File: src/hw/rtl/itp_pkg.sv
// itp_pkg: shared widths, register indexes, opcodes and controller/datapath
// interface structs for the isometric tile picker. No dependencies.
package itp_pkg;

    // Pixel coordinate width (signed two's complement).
    localparam int COORD_BITS = 16;

    // Configuration register widths and indexes.
    localparam int CFG_ADDR_W = 3;
    localparam int CFG_DATA_W = 16;
    localparam int TSIZE_W    = 10;
    localparam int MAP_W      = 16;

    localparam logic [CFG_ADDR_W-1:0] REG_GRID_MODE   = 3'd0;
    localparam logic [CFG_ADDR_W-1:0] REG_TILE_WIDTH  = 3'd1;
    localparam logic [CFG_ADDR_W-1:0] REG_TILE_HEIGHT = 3'd2;
    localparam logic [CFG_ADDR_W-1:0] REG_MAP_WIDTH   = 3'd3;
    localparam logic [CFG_ADDR_W-1:0] REG_MAP_HEIGHT  = 3'd4;

    localparam logic [TSIZE_W-1:0] RST_TILE_WIDTH  = 10'd64;
    localparam logic [TSIZE_W-1:0] RST_TILE_HEIGHT = 10'd32;
    localparam logic [MAP_W-1:0]   RST_MAP_WIDTH   = 16'd3200;
    localparam logic [MAP_W-1:0]   RST_MAP_HEIGHT  = 16'd1600;

    // Datapath widths.
    localparam int PROD_W = 2 * MAP_W;                 // one 16x16 product
    localparam int SUM_W  = PROD_W + 3;                // signed sums up to 3*H*W
    localparam int DVD_W  = SUM_W - 1;                 // non-negative dividend
    localparam int DVSR_W = TSIZE_W + MAP_W + 1;       // 2 * tile_height * map_width
    localparam int TILE_W = 17;                        // tile index output width
    localparam int Q_W    = TILE_W;                    // quotient bits per division
    localparam int DSH_W  = DVSR_W + Q_W - 1;          // aligned divisor width
    localparam int CNT_W  = $clog2(Q_W);
    localparam int RNG_W  = ((COORD_BITS > MAP_W) ? COORD_BITS : MAP_W) + 1;

    // Stream data widths, padded to whole bytes.
    localparam int S_TDATA_W = ((2 * COORD_BITS + 7) / 8) * 8;
    localparam int M_TDATA_W = ((2 * TILE_W + 7) / 8) * 8;

    localparam logic [TILE_W-1:0] TILE_SAT = 17'h0FFFF;

    // Multiplier operand selects, issued in this order.
    localparam int MUL_SEL_W = 3;
    localparam logic [MUL_SEL_W-1:0] MUL_YW   = 3'd0;   // y * W
    localparam logic [MUL_SEL_W-1:0] MUL_HX   = 3'd1;   // H * x
    localparam logic [MUL_SEL_W-1:0] MUL_HHW  = 3'd2;   // floor(H/2) * W
    localparam logic [MUL_SEL_W-1:0] MUL_HW   = 3'd3;   // H * W
    localparam logic [MUL_SEL_W-1:0] MUL_STEP = 3'd4;   // tile_height * W

    // Division axis select.
    localparam logic AXIS_X = 1'b0;
    localparam logic AXIS_Y = 1'b1;

    typedef struct packed {
        logic                 capture;   // take a new pixel
        logic                 mul_en;    // run one product
        logic [MUL_SEL_W-1:0] mul_sel;
        logic                 eval;      // range/region test, load dividends
        logic                 div_load;  // start a division
        logic                 div_sel;   // axis of the division being started
        logic                 div_step;  // one quotient bit
        logic                 out_load;  // move result into the output register
    } itp_cmd_t;

    typedef struct packed {
        logic diamond;                   // grid mode is the diamond grid
    } itp_sts_t;

endpackage

File: src/hw/rtl/itp_div.sv
// itp_div: restoring serial divider, one quotient bit per step.
// Depends on itp_pkg for widths.
module itp_div
    import itp_pkg::*;
(
    input  logic              aclk,
    input  logic              load,
    input  logic              step,
    input  logic [DVD_W-1:0]  dividend,
    input  logic [DVSR_W-1:0] divisor,
    output logic [Q_W-1:0]    quotient
);

    logic [DVD_W-1:0] rem_reg, rem_next;
    logic [DSH_W-1:0] dsh_reg, dsh_next;
    logic [Q_W-1:0]   q_reg, q_next;
    logic             fits;

    // The quotient is known to stay below 2**Q_W, so the divisor starts
    // aligned to the top quotient bit.
    assign fits = DSH_W'(rem_reg) >= dsh_reg;

    always_comb begin
        rem_next = rem_reg;
        dsh_next = dsh_reg;
        q_next   = q_reg;
        if (load) begin
            rem_next = dividend;
            dsh_next = DSH_W'(divisor) << (Q_W - 1);
            q_next   = '0;
        end else if (step) begin
            if (fits) begin
                rem_next = rem_reg - dsh_reg[DVD_W-1:0];
            end
            q_next   = {q_reg[Q_W-2:0], fits};
            dsh_next = dsh_reg >> 1;
        end
    end

    always_ff @(posedge aclk) begin
        rem_reg <= rem_next;
        dsh_reg <= dsh_next;
        q_reg   <= q_next;
    end

    assign quotient = q_reg;

endmodule

File: src/hw/rtl/itp_ctrl.sv
// itp_ctrl: sequencing state machine for the tile picker, plus the output
// valid flag. Depends on itp_pkg for the command and status structs.
module itp_ctrl
    import itp_pkg::*;
(
    input  logic     aclk,
    input  logic     aresetn,
    input  logic     s_tvalid,
    output logic     s_tready,
    output logic     m_tvalid,
    input  logic     m_tready,
    input  itp_sts_t sts,
    output itp_cmd_t cmd
);

    localparam logic [2:0] S_IDLE   = 3'd0;
    localparam logic [2:0] S_MUL    = 3'd1;
    localparam logic [2:0] S_EVAL   = 3'd2;
    localparam logic [2:0] S_DX_LD  = 3'd3;
    localparam logic [2:0] S_DX_RUN = 3'd4;
    localparam logic [2:0] S_DY_LD  = 3'd5;
    localparam logic [2:0] S_DY_RUN = 3'd6;
    localparam logic [2:0] S_DONE   = 3'd7;

    logic [2:0]       state_reg, state_next;
    logic [CNT_W-1:0] cnt_reg, cnt_next;
    logic             m_tvalid_reg, m_tvalid_next;
    logic             cnt_last_div;

    assign cnt_last_div = (cnt_reg == CNT_W'(Q_W - 1));

    always_comb begin
        state_next = state_reg;
        cnt_next   = cnt_reg;
        cmd        = '0;
        s_tready   = 1'b0;
        unique case (state_reg)
            S_IDLE: begin
                s_tready = 1'b1;
                cnt_next = '0;
                if (s_tvalid) begin
                    cmd.capture = 1'b1;
                    state_next  = sts.diamond ? S_MUL : S_EVAL;
                end
            end
            S_MUL: begin
                cmd.mul_en  = 1'b1;
                cmd.mul_sel = cnt_reg[MUL_SEL_W-1:0];
                if (cnt_reg[MUL_SEL_W-1:0] == MUL_STEP) begin
                    cnt_next   = '0;
                    state_next = S_EVAL;
                end else begin
                    cnt_next = cnt_reg + 1'b1;
                end
            end
            S_EVAL: begin
                cmd.eval   = 1'b1;
                state_next = S_DX_LD;
            end
            S_DX_LD: begin
                cmd.div_load = 1'b1;
                cmd.div_sel  = AXIS_X;
                cnt_next     = '0;
                state_next   = S_DX_RUN;
            end
            S_DX_RUN: begin
                cmd.div_step = 1'b1;
                cnt_next     = cnt_reg + 1'b1;
                if (cnt_last_div) begin
                    state_next = S_DY_LD;
                end
            end
            S_DY_LD: begin
                cmd.div_load = 1'b1;
                cmd.div_sel  = AXIS_Y;
                cnt_next     = '0;
                state_next   = S_DY_RUN;
            end
            S_DY_RUN: begin
                cmd.div_step = 1'b1;
                cnt_next     = cnt_reg + 1'b1;
                if (cnt_last_div) begin
                    state_next = S_DONE;
                end
            end
            S_DONE: begin
                if (!m_tvalid_reg || m_tready) begin
                    cmd.out_load = 1'b1;
                    state_next   = S_IDLE;
                end
            end
            default: begin
                state_next = S_IDLE;
            end
        endcase
    end

    always_comb begin
        m_tvalid_next = m_tvalid_reg;
        if (cmd.out_load) begin
            m_tvalid_next = 1'b1;
        end else if (m_tready) begin
            m_tvalid_next = 1'b0;
        end
    end

    always_ff @(posedge aclk) begin
        if (!aresetn) begin
            state_reg    <= S_IDLE;
            cnt_reg      <= '0;
            m_tvalid_reg <= 1'b0;
        end else begin
            state_reg    <= state_next;
            cnt_reg      <= cnt_next;
            m_tvalid_reg <= m_tvalid_next;
        end
    end

    assign m_tvalid = m_tvalid_reg;

endmodule

File: src/hw/rtl/itp_dpath.sv
// itp_dpath: configuration registers, shared multiplier, region test,
// serial divider and output payload registers. Depends on itp_pkg, itp_div.
module itp_dpath
    import itp_pkg::*;
(
    input  logic                         aclk,
    input  logic                         aresetn,
    input  logic                         cfg_wr_en,
    input  logic [CFG_ADDR_W-1:0]        cfg_addr,
    input  logic [CFG_DATA_W-1:0]        cfg_wdata,
    input  itp_cmd_t                     cmd,
    output itp_sts_t                     sts,
    input  logic signed [COORD_BITS-1:0] pixel_x,
    input  logic signed [COORD_BITS-1:0] pixel_y,
    output logic                         inside_res,
    output logic [TILE_W-1:0]            tile_x,
    output logic [TILE_W-1:0]            tile_y
);

    // Configuration.
    logic               grid_mode_reg;
    logic [TSIZE_W-1:0] tile_w_reg, tile_h_reg;
    logic [MAP_W-1:0]   map_w_reg, map_h_reg;

    always_ff @(posedge aclk) begin
        if (!aresetn) begin
            grid_mode_reg <= 1'b1;
            tile_w_reg    <= RST_TILE_WIDTH;
            tile_h_reg    <= RST_TILE_HEIGHT;
            map_w_reg     <= RST_MAP_WIDTH;
            map_h_reg     <= RST_MAP_HEIGHT;
        end else if (cfg_wr_en) begin
            unique case (cfg_addr)
                REG_GRID_MODE:   grid_mode_reg <= cfg_wdata[0];
                REG_TILE_WIDTH:  tile_w_reg    <= cfg_wdata[TSIZE_W-1:0];
                REG_TILE_HEIGHT: tile_h_reg    <= cfg_wdata[TSIZE_W-1:0];
                REG_MAP_WIDTH:   map_w_reg     <= cfg_wdata[MAP_W-1:0];
                REG_MAP_HEIGHT:  map_h_reg     <= cfg_wdata[MAP_W-1:0];
                default: ;
            endcase
        end
    end

    assign sts.diamond = grid_mode_reg;

    logic [TSIZE_W-1:0] tw_eff, th_eff;
    assign tw_eff = (tile_w_reg == '0) ? TSIZE_W'(1) : tile_w_reg;
    assign th_eff = (tile_h_reg == '0) ? TSIZE_W'(1) : tile_h_reg;

    // Captured pixel.
    logic signed [COORD_BITS-1:0] x_reg, y_reg;
    logic [MAP_W-1:0]             x_u, y_u;

    always_ff @(posedge aclk) begin
        if (cmd.capture) begin
            x_reg <= pixel_x;
            y_reg <= pixel_y;
        end
    end

    // Only used when the pixel is in range, where it is non-negative and fits.
    assign x_u = MAP_W'(x_reg);
    assign y_u = MAP_W'(y_reg);

    // Shared multiplier: one product per cycle into its own register.
    logic [MAP_W-1:0]  mul_a, mul_b;
    logic [PROD_W-1:0] mul_p;
    logic [PROD_W-1:0] p_yw_reg, p_hx_reg, p_hhw_reg, p_hw_reg, p_step_reg;

    always_comb begin
        case (cmd.mul_sel)
            MUL_YW:  begin mul_a = y_u;                mul_b = map_w_reg; end
            MUL_HX:  begin mul_a = map_h_reg;          mul_b = x_u;       end
            MUL_HHW: begin mul_a = map_h_reg >> 1;     mul_b = map_w_reg; end
            MUL_HW:  begin mul_a = map_h_reg;          mul_b = map_w_reg; end
            default: begin mul_a = MAP_W'(th_eff);     mul_b = map_w_reg; end
        endcase
    end

    assign mul_p = mul_a * mul_b;

    always_ff @(posedge aclk) begin
        if (cmd.mul_en) begin
            case (cmd.mul_sel)
                MUL_YW:  p_yw_reg   <= mul_p;
                MUL_HX:  p_hx_reg   <= mul_p;
                MUL_HHW: p_hhw_reg  <= mul_p;
                MUL_HW:  p_hw_reg   <= mul_p;
                default: p_step_reg <= mul_p;
            endcase
        end
    end

    // Range and region test.
    logic             in_range, left_half, in_region, inside_now;
    logic [SUM_W-1:0] yw, hx, hhw, hw;
    logic [SUM_W-1:0] dy_m1, dx_m1;

    assign in_range = !x_reg[COORD_BITS-1] && !y_reg[COORD_BITS-1]
                    && (RNG_W'($unsigned(x_reg)) <= RNG_W'(map_w_reg))
                    && (RNG_W'($unsigned(y_reg)) <= RNG_W'(map_h_reg));

    assign yw  = SUM_W'(p_yw_reg);
    assign hx  = SUM_W'(p_hx_reg);
    assign hhw = SUM_W'(p_hhw_reg);
    assign hw  = SUM_W'(p_hw_reg);

    assign left_half = ({1'b0, x_u, 1'b0} <= {2'b00, map_w_reg});

    always_comb begin
        if (left_half) begin
            in_region = (yw + hx >= hhw) && (yw <= hx + hhw);
        end else begin
            in_region = (yw + hhw >= hx) && (((yw + hx) << 1) <= hw + (hw << 1));
        end
    end

    // D - 1 for both counts; -a - 1 is written as ~a.
    assign dy_m1 = (yw << 1) + hw + ~(hx << 1);
    assign dx_m1 = (yw << 1) + (hx << 1) + ~hw;

    assign inside_now = in_range && (!grid_mode_reg || ((map_w_reg != '0) && in_region));

    // Division operands, one set per axis.
    logic              inside_reg;
    logic              pos_x_reg, pos_y_reg;
    logic [DVD_W-1:0]  dvd_x_reg, dvd_y_reg;
    logic [DVSR_W-1:0] dvsr_x_reg, dvsr_y_reg;

    always_ff @(posedge aclk) begin
        if (cmd.eval) begin
            inside_reg <= inside_now;
            if (grid_mode_reg) begin
                pos_x_reg  <= !dx_m1[SUM_W-1];
                pos_y_reg  <= !dy_m1[SUM_W-1];
                dvd_x_reg  <= dx_m1[SUM_W-1] ? '0 : dx_m1[DVD_W-1:0];
                dvd_y_reg  <= dy_m1[SUM_W-1] ? '0 : dy_m1[DVD_W-1:0];
                dvsr_x_reg <= DVSR_W'({p_step_reg, 1'b0});
                dvsr_y_reg <= DVSR_W'({p_step_reg, 1'b0});
            end else begin
                pos_x_reg  <= 1'b1;
                pos_y_reg  <= 1'b1;
                dvd_x_reg  <= DVD_W'(x_u);
                dvd_y_reg  <= DVD_W'(y_u);
                dvsr_x_reg <= DVSR_W'(tw_eff);
                dvsr_y_reg <= DVSR_W'(th_eff);
            end
        end
    end

    logic [DVD_W-1:0]  div_dvd;
    logic [DVSR_W-1:0] div_dvsr;
    logic [Q_W-1:0]    div_q;

    assign div_dvd  = (cmd.div_sel == AXIS_Y) ? dvd_y_reg  : dvd_x_reg;
    assign div_dvsr = (cmd.div_sel == AXIS_Y) ? dvsr_y_reg : dvsr_x_reg;

    itp_div u_div (
        .aclk     (aclk),
        .load     (cmd.div_load),
        .step     (cmd.div_step),
        .dividend (div_dvd),
        .divisor  (div_dvsr),
        .quotient (div_q)
    );

    // A non-positive offset gives -1, a large count saturates.
    logic [TILE_W-1:0] q_sat, tx_val_reg;

    assign q_sat = div_q[Q_W-1] ? TILE_SAT : div_q;

    // The x quotient is done when the y division starts.
    always_ff @(posedge aclk) begin
        if (cmd.div_load && (cmd.div_sel == AXIS_Y)) begin
            tx_val_reg <= pos_x_reg ? q_sat : '1;
        end
    end

    // Output payload register.
    logic              out_inside_reg;
    logic [TILE_W-1:0] out_tx_reg, out_ty_reg;

    always_ff @(posedge aclk) begin
        if (cmd.out_load) begin
            out_inside_reg <= inside_reg;
            out_tx_reg     <= inside_reg ? tx_val_reg : '0;
            out_ty_reg     <= inside_reg ? (pos_y_reg ? q_sat : '1) : '0;
        end
    end

    assign inside_res = out_inside_reg;
    assign tile_x     = out_tx_reg;
    assign tile_y     = out_ty_reg;

endmodule

File: src/hw/rtl/iso_tile_pick_top.sv
// iso_tile_pick_top: top level of the isometric tile picker.
// Depends on itp_pkg, itp_ctrl, itp_dpath (which holds itp_div).
//
//  channel | direction | words                        | handshake
//  --------+-----------+------------------------------+--------------------
//  s_      | in        | one pixel (x, y)             | tvalid & tready
//  m_      | out       | one tile result per pixel    | tvalid & tready
//  cfg_    | in        | register write (index, data) | cfg_wr_en, no wait
//
// Between acceptance and a loaded result a pixel makes five passes through the
// single 16x16 multiplier (diamond only), a range and region test, and two
// 17-step runs of the serial divider, one per tile axis. Most of the time goes
// to the divider.
// One pixel is in work at a time; a new one is taken as soon as the previous
// result has moved into the output register, even if that word is not yet taken.
// Reset is synchronous and active low; it returns the configuration registers
// to their defaults, the state machine to idle and clears the output valid
// flag. A stalled output only holds the finished pixel in its last state
// until the output register frees up.
module iso_tile_pick_top
    import itp_pkg::*;
(
    input  logic                  aclk,
    input  logic                  aresetn,
    // Pixel input. s_tdata: pixel_x [15:0], pixel_y [31:16].
    input  logic                  s_tvalid,
    output logic                  s_tready,
    input  logic [S_TDATA_W-1:0]  s_tdata,
    // Tile output. m_tdata: tile_x [16:0], tile_y [33:17], zero padding above.
    // m_tuser: inside_res [0].
    output logic                  m_tvalid,
    input  logic                  m_tready,
    output logic [M_TDATA_W-1:0]  m_tdata,
    output logic                  m_tuser,
    // Register writes, index in the order grid_mode, tile_width,
    // tile_height, map_width, map_height.
    input  logic                  cfg_wr_en,
    input  logic [CFG_ADDR_W-1:0] cfg_addr,
    input  logic [CFG_DATA_W-1:0] cfg_wdata
);

    itp_cmd_t cmd;
    itp_sts_t sts;

    logic signed [COORD_BITS-1:0] pixel_x, pixel_y;
    logic [TILE_W-1:0]            tile_x, tile_y;

    // Unpack the incoming word.
    assign pixel_x = s_tdata[COORD_BITS-1:0];
    assign pixel_y = s_tdata[2*COORD_BITS-1:COORD_BITS];

    // The controller owns the handshakes and the output valid flag.
    itp_ctrl u_ctrl (
        .aclk     (aclk),
        .aresetn  (aresetn),
        .s_tvalid (s_tvalid),
        .s_tready (s_tready),
        .m_tvalid (m_tvalid),
        .m_tready (m_tready),
        .sts      (sts),
        .cmd      (cmd)
    );

    // The datapath owns configuration, arithmetic and the output payload.
    itp_dpath u_dpath (
        .aclk       (aclk),
        .aresetn    (aresetn),
        .cfg_wr_en  (cfg_wr_en),
        .cfg_addr   (cfg_addr),
        .cfg_wdata  (cfg_wdata),
        .cmd        (cmd),
        .sts        (sts),
        .pixel_x    (pixel_x),
        .pixel_y    (pixel_y),
        .inside_res (m_tuser),
        .tile_x     (tile_x),
        .tile_y     (tile_y)
    );

    // Pack the result word; padding bits are zero.
    assign m_tdata = M_TDATA_W'({tile_y, tile_x});

endmodule
File: config.mk
export PLATFORM = sky130hd
export DESIGN_NAME = iso_tile_pick_top
export DESIGN_NICKNAME = d
export VERILOG_FILES = /design/src/hw/rtl/itp_pkg.sv /design/src/hw/rtl/itp_div.sv /design/src/hw/rtl/itp_ctrl.sv /design/src/hw/rtl/itp_dpath.sv /design/src/hw/rtl/iso_tile_pick_top.sv
export SDC_FILE = /design/constraint.sdc
export NUM_CORES = 2
export LEC_CHECK = 0
export BUFFER_PORTS_ARGS = -buffer_cell sky130_fd_sc_hd__clkbuf_2
export CORE_MARGIN = 2
export CORE_UTILIZATION = 50
export CTS_CLUSTER_SIZE = 10
export DETAILED_ROUTE_END_ITERATION = 8
export GPL_ROUTABILITY_DRIVEN = 0
export PLACE_DENSITY = 0.62
export SLEW_MARGIN = 20
export SYNTH_ARGS = -nofsm -noshare
export SYNTH_HDL_FRONTEND = slang
export SYNTH_HIERARCHICAL = 1
export SYNTH_SLANG_ARGS = --single-unit
File: constraint.sdc
create_clock -name aclk -period 12.91 [get_ports aclk]
set_clock_uncertainty 0.15 [all_clocks]
set_input_delay 0.6455 -clock aclk [delete_from_list [all_inputs] [get_ports aclk]]
set_output_delay 0.6455 -clock aclk [all_outputs]
set_load 0.05 [all_outputs]
# ---- Word-level counts from Yosys, hierarchy flattened
# Cells that the tools add are included.
dict set report totals {
  latchBits 0
  elab_cells 163
  output_inout_bits 43
  rom_bits 0
  mem_bits_rw 0
  regBits 502
  inputBits 56
  memories 0
}
dict set report classes {
  mul 1
  n_eq_ne 21
  mux 40
  bitwise_logic 4
  n_addsub 10
  n_lt_le_gt_ge 8
  n_div 0
  n_reduce_logical 44
  shift 0
}
# cell count
set ops {}
lappend ops {{34-bit 2-to-1 mux} 4}
lappend ops {{32-bit by 32-bit adder with 33-bit output} 3}
lappend ops {{16-bit 2-to-1 mux} 6}
lappend ops {{43-bit 2-to-1 mux} 2}
lappend ops {{34-bit by 35-bit adder with 35-bit output} 2}
lappend ops {{35-bit by 32-bit >= comparator with 1-bit output} 2}
lappend ops {{10-bit 2-to-1 mux} 5}
lappend ops {{16-bit case mux with 3 select lines} 1}
lappend ops {{34-bit by 43-bit >= comparator with 1-bit output} 1}
lappend ops {{32-bit by 35-bit <= comparator with 1-bit output} 1}
lappend ops {{35-bit <= comparator} 1}
lappend ops {{32-bit NOT with 35-bit output} 1}
lappend ops {{33-bit NOT with 35-bit output} 1}
lappend ops {{32-bit by 33-bit adder with 34-bit output} 1}
lappend ops {{33-bit by 32-bit adder with 34-bit output} 1}
lappend ops {{33-bit by 33-bit adder with 34-bit output} 1}
lappend ops {{34-bit subtractor} 1}
lappend ops {{16-bit <= comparator} 2}
lappend ops {{16-bit by 16-bit multiplier with 32-bit output} 1}
lappend ops {{3-bit case mux with 8 select lines} 1}
lappend ops {{2-bit AND reduction} 11}
lappend ops {{10-bit zero test} 2}
lappend ops {{3-bit by 2-bit == test with 1-bit output (second input constant)} 6}
lappend ops {{3-bit == test (second input constant)} 6}
lappend ops {{26 further kinds} 65}

# ---- Logic depth before layout (Yosys ltp)
dict set report logic_depth {
  depth_word 7
  depth_mapped 33
  mapped_depth_nobuf 30
}

# ---- Hierarchy
# The synthesis kept the hierarchy.
# module n_inst seq_area_each_um2 cells_per_inst area_per_inst_um2
set modules_own_cells {}
lappend modules_own_cells {itp_dpath 1 11451.0 3810 37614.8}
lappend modules_own_cells {itp_div 1 2492.4 633 5838.1}
lappend modules_own_cells {itp_ctrl 1 180.2 78 636.9}
lappend modules_own_cells {iso_tile_pick_top 1 0.0 7 48.8}

# ---- Worst setup path after synthesis
# OpenSTA, ideal clock, no wires.
dict set report synth_timing {
  kind {reg-to-reg}
  from {register u_ctrl.state_reg[1]}
  to {register u_dpath.p_hhw_reg[28] (data pin)}
  stages_incl_launch_ff 31
  path_buffers 3
  synth_period_minus_slack_ps 8305
  setup_ps 230
  t_required_ps 12530
  arrival_ps 7925
  slack_ps 4605
  path_cell_list {dfxtp_1 -> buf_6 -> nor3b_4 -> and2_1 -> clkbuf_1 -> buf_1 -> a211oi_1 -> o31ai_1 -> nand2_1 -> fa_1 -> inv_1 -> fa_1 -> inv_1 -> fa_1 -> inv_1 -> fa_1 -> fa_1 -> inv_1 -> fa_1 -> inv_1 -> ha_1 -> and3_1 -> and3_1 -> nand2_1 -> o211ai_1 -> a311oi_1 -> o21a_1 -> nor3_1 -> and2_1 -> o21ai_0 -> a221oi_1}
}
# element line
set synth_rtl {}
lappend synth_rtl {{start, declared} itp_ctrl.sv:25} ;# logic [2:0] state_reg, state_next;
lappend synth_rtl {{start signal, assigned} itp_ctrl.sv:113} ;# state_reg <= state_next;
lappend synth_rtl {{end signal, assigned} itp_dpath.sv:87} ;# MUL_HHW: p_hhw_reg <= mul_p;
lappend synth_rtl {{end, declared} itp_dpath.sv:68} ;# logic [PROD_W-1:0] p_yw_reg, p_hx_reg, p_hhw_reg, p_hw_reg, p_step_reg;

==> metrics <==
fraction of power consumed by sequential logic=0.240; maximum ir drop on the vdd rail=255.6 uV; final critical path time including I/O delays and setup=9.817 ns; I/O Pins=99; hold violation count in the final report=0; longest individual stage delay on the worst path=0.74 ns; area of placed instances=45960 um2; top library cells by usage in the layout, fill and taps aside=sky130_fd_sc_hd__ha_1 (508), sky130_fd_sc_hd__inv_1 (480), sky130_fd_sc_hd__nand2_1 (450), sky130_fd_sc_hd__edfxtp_1 (407), sky130_fd_sc_hd__nor2_1 (327); most frequent CP cell=sky130_fd_sc_hd__fa_1; Sw Pwr=5.137 mW; post-detailed-route via-to-cell ratio=5.936; total of cells resized after clock tree synthesis=0; count of vias placed by the detailed router=34642; max FFs per register=43; Yosys reg bits=502; final number of max-transition violations=0; commonest non-fill, non-tap cell in the layout=sky130_fd_sc_hd__ha_1; placeable core region=87160 um2; wire length of the first global-routing pass=204500 um; pre-CTS setup slack=3.366 ns; count of warnings emitted by yosys=6; maximum fanout encountered on the critical timing path=44; Syn Area/Cell=9.748 um2; buffer cell driving the clock tree root=sky130_fd_sc_hd__clkbuf_16; Initial Utilization=0.5064; CTS tree=done; remaining global-route overflow=0; post-synthesis instance area=44140 um2; maximum operating frequency=101.9 MHz; FFs w/ async S/R, synth=0; die extent in y=301.1 um; Mapped Cells=4528; placed instance count=5701; CTS HTree Levels=2; vias in the first global route=33573; critical setup path kind=flop to flop; number of sinks handled by clock tree synthesis=502; pin count of the biggest net entering global routing=77; number of port buffers=92; number of cell rows=108; max_slew headroom=0.1949; library cell contributing the largest single delay on the critical path=sky130_fd_sc_hd__a21oi_1; unrepaired setup endpoints after global routing=false; kind of path behind the tightest hold check=input port to flop; number of buffers added by the clock tree synthesis step=61; layout cells sized above 1=0.07118; endpoint arrival time on the critical path=10.03 ns; number of antenna violations at the first check in global routing=5; hold-fix buffer count after cts=20; average wire length per cell after detail routing=23.12 um; number of setup violations in the final report=0; utilization after layout=0.5521; initial detailed-routing violation count=3133; total track usage=0.2984; clock-pin slew on the worst setup and hold paths=0.06 ns; outcome=complete, no violations; final cell count without fillers=5836; internal power=5.658 mW; Routed Wire Length=134900 um; Syn-to-layout area delta=9.011%; antenna-violating nets left=0; dpl hpwl=107100 um; DRC violation count after routing=0; max-cap viol count=0; die area=90670 um2; Power Density=224.4 nW/um2; final instance area=48120 um2; # Post-CTS Setup Buffers=0; crit path capture type=flop; Max clock buf depth=3; Die Width=301.1 um; detailed-routing iteration count for the pre-antenna-repair pass=8; number of library cell types mapped by synthesis=97; clock power share=0.154; Final TNS setup=0 ns; switching share of power=0.4759; critical path startpoint category=flop; final setup margin=3.093 ns; sequential area share after synthesis=0.3200; actual transition at the worst max-transition pin=1.199 ns; clock insertion delay at the later pin of the skew report=0.68 ns; Tcrit/Tclk final=0.7604; most used flip-flop cell after synthesis=sky130_fd_sc_hd__edfxtp_1; Total Nets Final=5459; worst path required time=13.12 ns; static leakage power=20.77 nW; part of the power in combinational logic=0.607; number of synthesized flops with an enable pin=407
per-stage QoR:
| step | power (mW) | hold WS, ns |
|---|---|---|
| final | 10.80 | 0.04159 |
| after global routing | 11.46 | 0.02255 |
| after CTS | 10.72 | 0.008810 |
| after detailed placement | 9.015 | 0.3077 |
| after global placement | 9.004 | 0.3038 |
| after floorplan | 6.354 | 0.2932 |
power by group through the flow:
stage                     Combinational (mW)  Sequential [mW]  Clock (mW)
after floorplan                         3.83             2.53           0
after global placement                  6.39             2.62           0
after detailed placement                6.40             2.62           0
after CTS                               6.45             2.59        1.69
after global routing                    7.11             2.60        1.75
final                                   6.55             2.59        1.66
worst max-delay path, delay by kind of cell (launching register included):
kind / cells / cell delay, ns
xor gates and xnor gates: 1 / 0.62
DFF: 1 / 0.55
AOI/OAI and AO/OA: 6 / 1.81
adders and majority gates: 7 / 3.53
buffers and inverters: 4 / 0.89
and+or+nand+nor: 8 / 1.90
routing by layer:
| layer | up-vias | routed length, um | global-route usage |
|---|---|---|---|
| met5 | - | 0 | 0 |
| met4 | 0 | 5018 | 0.1026 |
| met3 | 244 | 9808 | 0.04358 |
| met2 | 1254 | 59690 | 0.4644 |
| met1 | 16949 | 60420 | 0.4260 |
| li1 | 16195 | - | - |
area by class of cell:
cell class	count	area (um2)
fill	7870	39040
tap	1155	1445
multi-input combinational	3423	27770
inverter	481	1805
sequential	502	14120
timing repair buffer	162	1056
clock buffer	93	1678
clock inverter	17	232.7
antenna	3	7.507
synth_stat cells (7+ instances only):
| master | instances | area [um2] |
|---|---|---|
| sky130_fd_sc_hd__and4_1 | 8 | 70.07 |
| sky130_fd_sc_hd__nand2b_1 | 36 | 225.2 |
| sky130_fd_sc_hd__buf_4 | 9 | 67.56 |
| sky130_fd_sc_hd__and3_1 | 24 | 150.1 |
| sky130_fd_sc_hd__o21ai_1 | 20 | 100.1 |
| sky130_fd_sc_hd__dfxtp_1 | 95 | 1902 |
| sky130_fd_sc_hd__and2_1 | 65 | 406.6 |
| sky130_fd_sc_hd__or3_1 | 29 | 181.4 |
| sky130_fd_sc_hd__nor2_1 | 329 | 1235 |
| sky130_fd_sc_hd__mux2_2 | 47 | 529.3 |
| sky130_fd_sc_hd__nand2_1 | 450 | 1689 |
| sky130_fd_sc_hd__nand3_1 | 71 | 355.3 |
| sky130_fd_sc_hd__nor4_1 | 21 | 131.4 |
| sky130_fd_sc_hd__o21ai_0 | 177 | 885.9 |
| sky130_fd_sc_hd__a21o_1 | 195 | 1464 |
| sky130_fd_sc_hd__a2111oi_0 | 12 | 105.1 |
| sky130_fd_sc_hd__buf_2 | 7 | 35.03 |
| sky130_fd_sc_hd__mux2i_1 | 36 | 360.4 |
| sky130_fd_sc_hd__a31oi_1 | 25 | 156.4 |
| sky130_fd_sc_hd__o31a_1 | 16 | 140.1 |
| sky130_fd_sc_hd__nor2b_1 | 66 | 412.9 |
| sky130_fd_sc_hd__o2bb2ai_1 | 27 | 236.5 |
| sky130_fd_sc_hd__o21a_1 | 56 | 420.4 |
| sky130_fd_sc_hd__xor2_1 | 85 | 744.5 |
| sky130_fd_sc_hd__a31o_2 | 7 | 61.31 |
| sky130_fd_sc_hd__o21bai_1 | 40 | 300.3 |
| sky130_fd_sc_hd__a22o_1 | 12 | 105.1 |
| sky130_fd_sc_hd__buf_1 | 8 | 30.03 |
| sky130_fd_sc_hd__clkbuf_1 | 99 | 371.6 |
| sky130_fd_sc_hd__edfxtp_1 | 407 | 12220 |
| sky130_fd_sc_hd__xnor2_1 | 134 | 1174 |
| sky130_fd_sc_hd__fa_1 | 264 | 5285 |
| sky130_fd_sc_hd__a211oi_1 | 57 | 427.9 |
| sky130_fd_sc_hd__ha_1 | 508 | 6356 |
| sky130_fd_sc_hd__a211o_1 | 14 | 122.6 |
| sky130_fd_sc_hd__or2_2 | 14 | 87.58 |
| sky130_fd_sc_hd__nor3b_1 | 7 | 52.55 |
| sky130_fd_sc_hd__a21boi_0 | 57 | 427.9 |
| sky130_fd_sc_hd__o31ai_1 | 19 | 142.6 |
| sky130_fd_sc_hd__nand4_1 | 56 | 350.3 |
| sky130_fd_sc_hd__a21oi_1 | 252 | 1261 |
| sky130_fd_sc_hd__nor3_1 | 48 | 240.2 |
| sky130_fd_sc_hd__inv_1 | 480 | 1802 |
| sky130_fd_sc_hd__o211ai_1 | 26 | 195.2 |
| sky130_fd_sc_hd__a221oi_1 | 10 | 87.58 |
final timing paths:
path / startpoint / end / slack [ns] / cells after the start
worst max-delay path: u_ctrl/state_reg[0] / u_dpath/p_hhw_reg[30] / 3.09 / 26
worst min-delay path: s_tdata[7] / u_dpath/x_reg[7] / 0.04 / 1
worst max register to register: u_ctrl/state_reg[0] / u_dpath/p_hhw_reg[30] / 3.09 / 26
worst min register to register: u_dpath/tile_w_reg[4] / u_dpath/tile_w_reg[4] / 0.31 / 2
kinds of logic after synthesis:
family	share of synthesized area
AND/OR/NAND/NOR	0.1339
buffers and inverters	0.05335
flip-flops	0.3200
multiplexers	0.02015
XOR/XNOR	0.04346
AO/OA/AOI/OAI	0.1653
other	0.00008496
adder cells (fa/ha/maj)	0.2637
Note: power is estimated with default switching activity, not from simulation.
